===== src/hsvrgb_pkg.sv =====
// ----------------------------------------------------------------------------
// hsvrgb_pkg
// Types and fixed constants shared by the HSV to RGB converter.
// ----------------------------------------------------------------------------
package hsvrgb_pkg;

	localparam int ChannelBits = 8;
	localparam int HueFracBits = 6;

	localparam int ChMax      = (1 << ChannelBits) - 1;
	localparam int SecSpan    = 60 << HueFracBits;
	localparam int HueSpan    = 6 * SecSpan;
	localparam int MdConst    = ChMax * SecSpan;
	localparam int MdHalf     = MdConst / 2;
	// MdConst = DivBase * 256, quotient taken as ((y + MdHalf) >> 8) / DivBase
	localparam int DivBase    = MdConst / 256;
	localparam int RecipShift = 32;
	localparam longint RecipK = (64'd1 << RecipShift) / DivBase;

	localparam int Stages = 10;

	typedef enum logic [2:0] {
		SEC_RED     = 3'd0,
		SEC_YELLOW  = 3'd1,
		SEC_GREEN   = 3'd2,
		SEC_CYAN    = 3'd3,
		SEC_BLUE    = 3'd4,
		SEC_MAGENTA = 3'd5
	} sector_t;

	typedef struct packed {
		sector_t    sector;
		logic [7:0] v;
		logic [7:0] p;
	} carry_t;

	typedef struct packed {
		sector_t    sector;
		logic [7:0] v;
		logic [7:0] p;
		logic [7:0] q;
		logic [7:0] t;
	} route_in_t;

	typedef struct packed {
		logic [7:0] blue;
		logic [7:0] green;
		logic [7:0] red;
	} pixel_t;

endpackage


===== src/hsvrgb_route.sv =====
// ----------------------------------------------------------------------------
// hsvrgb_route
// Routes v, p, q and t to red, green and blue by hue sector.
// ----------------------------------------------------------------------------
module hsvrgb_route (
	input  hsvrgb_pkg::route_in_t ri,
	output hsvrgb_pkg::pixel_t    px
);

	always_comb begin
		unique case (ri.sector)
			hsvrgb_pkg::SEC_RED: begin
				px.red = ri.v; px.green = ri.t; px.blue = ri.p;
			end
			hsvrgb_pkg::SEC_YELLOW: begin
				px.red = ri.q; px.green = ri.v; px.blue = ri.p;
			end
			hsvrgb_pkg::SEC_GREEN: begin
				px.red = ri.p; px.green = ri.v; px.blue = ri.t;
			end
			hsvrgb_pkg::SEC_CYAN: begin
				px.red = ri.p; px.green = ri.q; px.blue = ri.v;
			end
			hsvrgb_pkg::SEC_BLUE: begin
				px.red = ri.t; px.green = ri.p; px.blue = ri.v;
			end
			default: begin
				px.red = ri.v; px.green = ri.p; px.blue = ri.q;
			end
		endcase
	end

endmodule


===== src/hsv_to_rgb_converter.sv =====
// ----------------------------------------------------------------------------
// hsv_to_rgb_converter
// Streaming HSV to RGB pixel conversion, one pixel per clock unless stalled by m_axis_tready.
// ----------------------------------------------------------------------------
// Input beat on s_axis: hue in 1/64 degree (wrapped at 360 degrees),
// saturation and brightness as 8-bit fractions (255 = 1.0).
// Output beat on m_axis: red, green, blue as 8-bit fractions.
// Exactly one output beat per input beat, in order.
// Pipeline: ten stages (hue wrap, sector split, products, reciprocal
// divide with a one-step correction, routing).
// Throughput: one beat per cycle while m_axis_tready is high.
// Each stage holds its beat while the next is full; s_axis_tready falls
// only when every stage is occupied and m_axis_tready is low. A stall
// neither drops nor repeats a beat.
// Reset (arst_n low) empties the pipeline; no beat is presented after it
// until new input arrives.
// ----------------------------------------------------------------------------
module hsv_to_rgb_converter (
	input  logic        clk,
	input  logic        arst_n,
	input  logic        s_axis_tvalid,
	output logic        s_axis_tready,
	input  logic [31:0] s_axis_tdata,  // hue[15:0], saturation[23:16], brightness[31:24]
	output logic        m_axis_tvalid,
	input  logic        m_axis_tready,
	output logic [23:0] m_axis_tdata   // red[7:0], green[15:8], blue[23:16]
);

	localparam int N = hsvrgb_pkg::Stages;

	logic [N:1] vld_q;
	logic [N:1] en;

	// stage registers
	logic [14:0] hr_s1;
	logic [7:0]  s_s1, v_s1;
	hsvrgb_pkg::sector_t sector_s2;
	logic [11:0] rem_s2;
	logic [7:0]  s_s2, v_s2;
	logic [15:0] np_s2;
	hsvrgb_pkg::carry_t c_s3, c_s4, c_s5, c_s6, c_s7, c_s8, c_s9;
	logic [19:0] sr_s3, st_s3;
	logic [19:0] aq_s4, at_s4;
	logic [27:0] yq_s5, yt_s5;
	logic [19:0] zq_s6, zt_s6;
	logic [40:0] mq_s7, mt_s7;
	logic [19:0] zq_s7, zt_s7, zq_s8, zt_s8;
	logic [7:0]  eq_s8, et_s8, eq_s9, et_s9;
	logic [12:0] cq_s9, ct_s9;
	hsvrgb_pkg::pixel_t px_s10;

	logic [15:0] hue_in;
	logic [7:0]  sat_in, bri_in;
	logic [16:0] np_rnd;
	logic [16:0] p_div;
	logic [7:0]  q_fix, t_fix;
	hsvrgb_pkg::route_in_t ri;
	hsvrgb_pkg::pixel_t    px;
	hsvrgb_pkg::sector_t   sec_c;
	logic [14:0] sec_base;

	assign hue_in = s_axis_tdata[15:0];
	assign sat_in = s_axis_tdata[23:16];
	assign bri_in = s_axis_tdata[31:24];

	always_comb begin
		en[N] = !vld_q[N] || m_axis_tready;
		for (int k = N - 1; k >= 1; k--) begin
			en[k] = !vld_q[k] || en[k + 1];
		end
	end

	assign s_axis_tready = en[1];
	assign m_axis_tvalid = vld_q[N];
	assign m_axis_tdata  = px_s10;

	always_ff @(posedge clk or negedge arst_n) begin
		if (!arst_n) begin
			vld_q <= '0;
		end else begin
			if (en[1]) vld_q[1] <= s_axis_tvalid;
			for (int k = 2; k <= N; k++) begin
				if (en[k]) vld_q[k] <= vld_q[k - 1];
			end
		end
	end

	// sector split
	always_comb begin
		if (hr_s1 >= 15'(5 * hsvrgb_pkg::SecSpan))      sec_c = hsvrgb_pkg::SEC_MAGENTA;
		else if (hr_s1 >= 15'(4 * hsvrgb_pkg::SecSpan)) sec_c = hsvrgb_pkg::SEC_BLUE;
		else if (hr_s1 >= 15'(3 * hsvrgb_pkg::SecSpan)) sec_c = hsvrgb_pkg::SEC_CYAN;
		else if (hr_s1 >= 15'(2 * hsvrgb_pkg::SecSpan)) sec_c = hsvrgb_pkg::SEC_GREEN;
		else if (hr_s1 >= 15'(hsvrgb_pkg::SecSpan))     sec_c = hsvrgb_pkg::SEC_YELLOW;
		else                                            sec_c = hsvrgb_pkg::SEC_RED;
		sec_base = 15'(int'(sec_c) * hsvrgb_pkg::SecSpan);
	end

	assign np_rnd = 17'(np_s2) + 17'(hsvrgb_pkg::ChMax / 2);
	// x / 255 for x below 2^16
	assign p_div  = (np_rnd + 17'(np_rnd[16:8]) + 17'd1) >> 8;

	always_ff @(posedge clk) begin
		if (en[1]) begin
			if (hue_in >= 16'(2 * hsvrgb_pkg::HueSpan))
				hr_s1 <= 15'(hue_in - 16'(2 * hsvrgb_pkg::HueSpan));
			else if (hue_in >= 16'(hsvrgb_pkg::HueSpan))
				hr_s1 <= 15'(hue_in - 16'(hsvrgb_pkg::HueSpan));
			else
				hr_s1 <= hue_in[14:0];
			s_s1 <= sat_in;
			v_s1 <= bri_in;
		end
		if (en[2]) begin
			sector_s2 <= sec_c;
			rem_s2    <= 12'(hr_s1 - sec_base);
			s_s2      <= s_s1;
			v_s2      <= v_s1;
			np_s2     <= 16'(v_s1) * 16'(8'(hsvrgb_pkg::ChMax) - s_s1);
		end
		if (en[3]) begin
			c_s3.sector <= sector_s2;
			c_s3.v      <= v_s2;
			c_s3.p      <= p_div[7:0];
			sr_s3       <= 20'(s_s2) * 20'(rem_s2);
			st_s3       <= 20'(s_s2) * (20'(hsvrgb_pkg::SecSpan) - 20'(rem_s2));
		end
		if (en[4]) begin
			c_s4  <= c_s3;
			aq_s4 <= 20'(hsvrgb_pkg::MdConst) - sr_s3;
			at_s4 <= 20'(hsvrgb_pkg::MdConst) - st_s3;
		end
		if (en[5]) begin
			c_s5  <= c_s4;
			yq_s5 <= 28'(c_s4.v) * 28'(aq_s4);
			yt_s5 <= 28'(c_s4.v) * 28'(at_s4);
		end
		if (en[6]) begin
			c_s6  <= c_s5;
			zq_s6 <= 20'((29'(yq_s5) + 29'(hsvrgb_pkg::MdHalf)) >> 8);
			zt_s6 <= 20'((29'(yt_s5) + 29'(hsvrgb_pkg::MdHalf)) >> 8);
		end
		if (en[7]) begin
			c_s7  <= c_s6;
			zq_s7 <= zq_s6;
			zt_s7 <= zt_s6;
			mq_s7 <= 41'(zq_s6) * 41'(hsvrgb_pkg::RecipK);
			mt_s7 <= 41'(zt_s6) * 41'(hsvrgb_pkg::RecipK);
		end
		if (en[8]) begin
			c_s8  <= c_s7;
			zq_s8 <= zq_s7;
			zt_s8 <= zt_s7;
			eq_s8 <= mq_s7[hsvrgb_pkg::RecipShift +: 8];
			et_s8 <= mt_s7[hsvrgb_pkg::RecipShift +: 8];
		end
		if (en[9]) begin
			c_s9  <= c_s8;
			eq_s9 <= eq_s8;
			et_s9 <= et_s8;
			cq_s9 <= 13'(zq_s8 - 20'(eq_s8) * 20'(hsvrgb_pkg::DivBase));
			ct_s9 <= 13'(zt_s8 - 20'(et_s8) * 20'(hsvrgb_pkg::DivBase));
		end
		if (en[10]) begin
			px_s10 <= px;
		end
	end

	// estimate is exact or one low
	assign q_fix = eq_s9 + 8'(cq_s9 >= 13'(hsvrgb_pkg::DivBase));
	assign t_fix = et_s9 + 8'(ct_s9 >= 13'(hsvrgb_pkg::DivBase));

	assign ri.sector = c_s9.sector;
	assign ri.v      = c_s9.v;
	assign ri.p      = c_s9.p;
	assign ri.q      = q_fix;
	assign ri.t      = t_fix;

	hsvrgb_route u_route (
		.ri (ri),
		.px (px)
	);

endmodule

===== config.mk =====
export PLATFORM = sky130hd
export DESIGN_NAME = hsv_to_rgb_converter
export DESIGN_NICKNAME = d
export VERILOG_FILES = /design/src/hsvrgb_pkg.sv /design/src/hsvrgb_route.sv /design/src/hsv_to_rgb_converter.sv
export SDC_FILE = /design/constraint.sdc
export NUM_CORES = 2
export LEC_CHECK = 0
export ABC_AREA = 1
export BUFFER_PORTS_ARGS = -buffer_cell sky130_fd_sc_hd__buf_2
export CORE_UTILIZATION = 50
export DETAILED_ROUTE_END_ITERATION = 10
export PLACE_DENSITY = 0.7
export SLEW_MARGIN = 20
export SYNTH_ARGS = -nofsm -noshare
export SYNTH_HDL_FRONTEND = slang
export SYNTH_HIERARCHICAL = 1
export SYNTH_SLANG_ARGS = --single-unit

===== constraint.sdc =====
create_clock -name clk -period 9.5 [get_ports clk]
set_input_delay 0.475 -clock clk [delete_from_list [all_inputs] [get_ports clk]]
set_output_delay 0.475 -clock clk [all_outputs]
set_load 0.05 [all_outputs]

==> metrics.md <==
| Metric | Value |
|---|---|
| Largest family of logic cells by synthesized area | adder cells |
| Worst Path Max Fanout | 9 |
| Syn Area/Cell | about 9 µm² |
| Synth top area cells | edfxtp_1 28%, fa_1 22%, ha_1 16% |
| Reg area | 15900 µm² |
| Vias in the first global route | between 30000 and 40000 |
| Final #Nets | 7283 |
| Post-route insts no fill | between 7000 and 8000 |
| Final setup vio count | 0 |
| Outcome | finished clean |
| Worst setup EP type | register |
| GRT overflow | 0 |
| Largest area contributor in the netlist | edfxtp_1 |
| Yosys warns | 6 |
| Largest net degree at the start of global routing | 64 |
| Final Critical Period | 5.625 ns |
| Buffers on Ports | 61 |
| Main synth FF type | edfxtp_1 |
| Wire per inst | roughly 15 µm |
| Share of cells above drive strength 1 | 4.576% |
| Insertion delay to the later sink of the worst-skew pair | 0.62 ns |
| Worst Path Arrival | 5.98 ns |
| Post-Synthesis Cell Area | roughly 55000 µm² |
| Initial DRC Count | 2132 |
| First-pass GRT wire length | 194.4 mm |
| Final Hold Violating Endpoints | 0 |
| Fillers | approximately 9600 |
| Die area | around 110000 µm² |
| CTS Sinks | 531 |
| DRC | 0 |
| Fin worst setup slack | around 3.9 ns |
| FP Rows | around 120 |
| Fmax | 177.8 MHz |
| Clock Tree Buf Depth | 3 |
| RePlAce Congestion | 0.9418 |
| Vias/cell | 5.132 |
| Synth Area in Compound Gates | 4.433% |
| CTS Buf Count | 57 |
| N_diodes | 0 |
| Area occupied by multi-input gates | roughly 33000 µm² |
| Post-synth EDFFs | around 520 |
| I/O Pins | between 60 and 70 |
| Post-CTS setup buffers | 0 |
| DRT antenna net count | 0 |
| Area grow syn2layout | 6.780% |
| Pre-CTS setup slack | 3.927 ns |
| Post-Synth Simple-Gate Area | 14.94% |
| Count leader, synth | inv_1 |
| Skew final | 0.01693 ns |
| Setup TNS | 0 ns |
| Gr usage total | 21.32% |
| Asr flop ratio synth | under 10% |
| Synth top cells by count | 1386 x inv_1, 1197 x nand2_1, 684 x ha_1 |
| HPWL after DPL | 93.51 mm |
| Core area | 108900 µm² |
| Distinct cells, synth | 59 |
| WP data required | 9.86 ns |
| DP Cell Count | 7307 |
| HP Class | input pin to register |
| Seq/Total Area, Yosys | 28.94% |
| Hold_ws | between 0.05 and 0.06 ns |
| Share of the synthesized area in the top cell type | about 28% |
| Max-slew violations | 0 |
| Initial antenna violation count | 1 |
| Mapped Cells | approximately 5900 |
| Starting Density | roughly half |
| Slew HR | 28.44% |
| Startpoint Class | register |
| H-Tree Depth | 2 |
| Critical path type | register to register |
| Die height | approximately 330 µm |
| Clock slew seen by the registers of the worst setup and hold paths | 0.06 ns |
| Clock Root Buffer | clkbuf_16 |
| Total wire length | 114.3 mm |
| MaxCap Viol Count | 0 |
| Post-synthesis register bit count | 531 |
| Die W | 333.4 µm |
| Synth Area in Adders | roughly 37% |
| Vias | 38098 |
| Worst-margin pin slew | 1.073 ns |
| RSZ-0062 raised after global routing | no |
| TritonRoute pass-1 iters | 6 |
| Synth Net Count | 7250 |
| CTS resizes | 0 |
| Tcrit/Tclk final | 59.21% |
| Post-synthesis xor/xnor area fraction | roughly 3.7% |
| Post-synthesis mux area share | 0% |
| CTS tree | yes |
## final cells by class
| cell class | count | area share [%] |
|---|---|---|
| Timing Repair Buffer | 89 | 0.9259 |
| Inverter | 1399 | 8.963 |
| Sequential cell | 531 | 27.10 |
| Multi-Input combinational cell | 3885 | 56.66 |
| Clock inverter | 37 | 0.7467 |
| Clock buffer | 68 | 2.590 |
| Tap cell | 1414 | 3.017 |
## state kept, by name, summed over array words and instances (netlist names), 15 cells and up
| name | cells |
|---|---|
| c_s6 | 19 |
| c_s9 | 19 |
| yt_s5 | 21 |
| st_s3 | 19 |
| c_s7 | 19 |
| c_s5 | 19 |
| c_s4 | 19 |
| zt_s6 | 20 |
| m_axis_tdata | 24 |
| c_s3 | 19 |
| zq_s6 | 20 |
| aq_s4 | 20 |
| at_s4 | 19 |
| hr_s1 | 15 |
| sr_s3 | 20 |
| yq_s5 | 21 |
| c_s8 | 19 |
| np_s2 | 16 |
## placed cells by master, fill, tap and decap left out, drive strengths merged, types with 18 or more instances in the layout
| master | n |
|---|---|
| inv | 1406 |
| a31oi | 24 |
| ha | 684 |
| fa | 600 |
| xnor2 | 56 |
| clkinv | 19 |
| clkbuf | 68 |
| nand2 | 1226 |
| a21oi | 189 |
| nor2 | 357 |
| nand4 | 77 |
| buf | 78 |
| a21o | 26 |
| xor2 | 172 |
| edfxtp | 521 |
| nor3 | 50 |
| o21bai | 19 |
| nand3 | 183 |
| o21ai | 128 |
| nor4 | 18 |
## per-layer routing
metal  track usage, %  part of all wire, %
met1            28.30                   45
met2            37.05                   48
met3            2.291                  4.6
met4            5.638                  2.6
met5                0                    0
## worst max-delay path, cell delays in order (launching register included)
cell,delay (ns)
edfxtp_1,0.53
inv_1,0.15
ha_1,0.20
nand2_1,0.08
nor2_1,0.08
nand2_1,0.09
nor2_1,0.12
nand2_1,0.14
inv_2,0.10
nor2_1,0.04
nand2_1,0.05
nand2_1,0.10
inv_1,0.16
nand2_1,0.10
fa_1,0.54
fa_1,0.52
inv_1,0.06
fa_1,0.55
fa_1,0.41
ha_1,0.35
a21oi_1,0.25
o211ai_1,0.23
a21oi_1,0.27
o21bai_1,0.12
xor2_1,0.14
## cell families after synthesis
family | after synthesis
simple gates | 1948
buf+inv | 1514
fa+ha+maj | 1284
flops | 531
compound gates | 425
xor+xnor | 228
## per-stage QoR
step / utilization [%] / cell area, µm²
finish: 53.88 / 58650
floorplan: - / 54920
detailed placement: 51.98 / 56580
global route: 53.88 / 58650
CTS: 53.88 / 58650
global placement: 51.98 / 56580
## timing repair
item / CTS / global route
endpoints found under the setup margin: 0 / 0
endpoints found under the hold margin: 20 / 0
hold buffers: 11 / 0
## worst paths after layout
path	cells past startpoint	startpoint	slack, ns	to
worst max-delay path	24	rem_s2[1]$_DFFE_PP_	3.88	st_s3[15]$_DFFE_PP_
worst min-delay path	1	s_axis_tdata[24]	0.05	v_s1[0]$_DFFE_PP_
worst max register to register	24	rem_s2[1]$_DFFE_PP_	3.88	st_s3[15]$_DFFE_PP_
worst min register to register	0	c_s8[0]$_DFFE_PP_	0.41	c_s9[0]$_DFFE_PP_
max in group asynchronous	2	arst_n	9.04	vld_q[10]$_DFFE_PN0P_
min in group asynchronous	2	arst_n	0.26	vld_q[5]$_DFFE_PN0P_
Power is left out: the tool's default activity adds up to more than one toggle a clock period on the data nets, which glitch-free logic cannot reach.
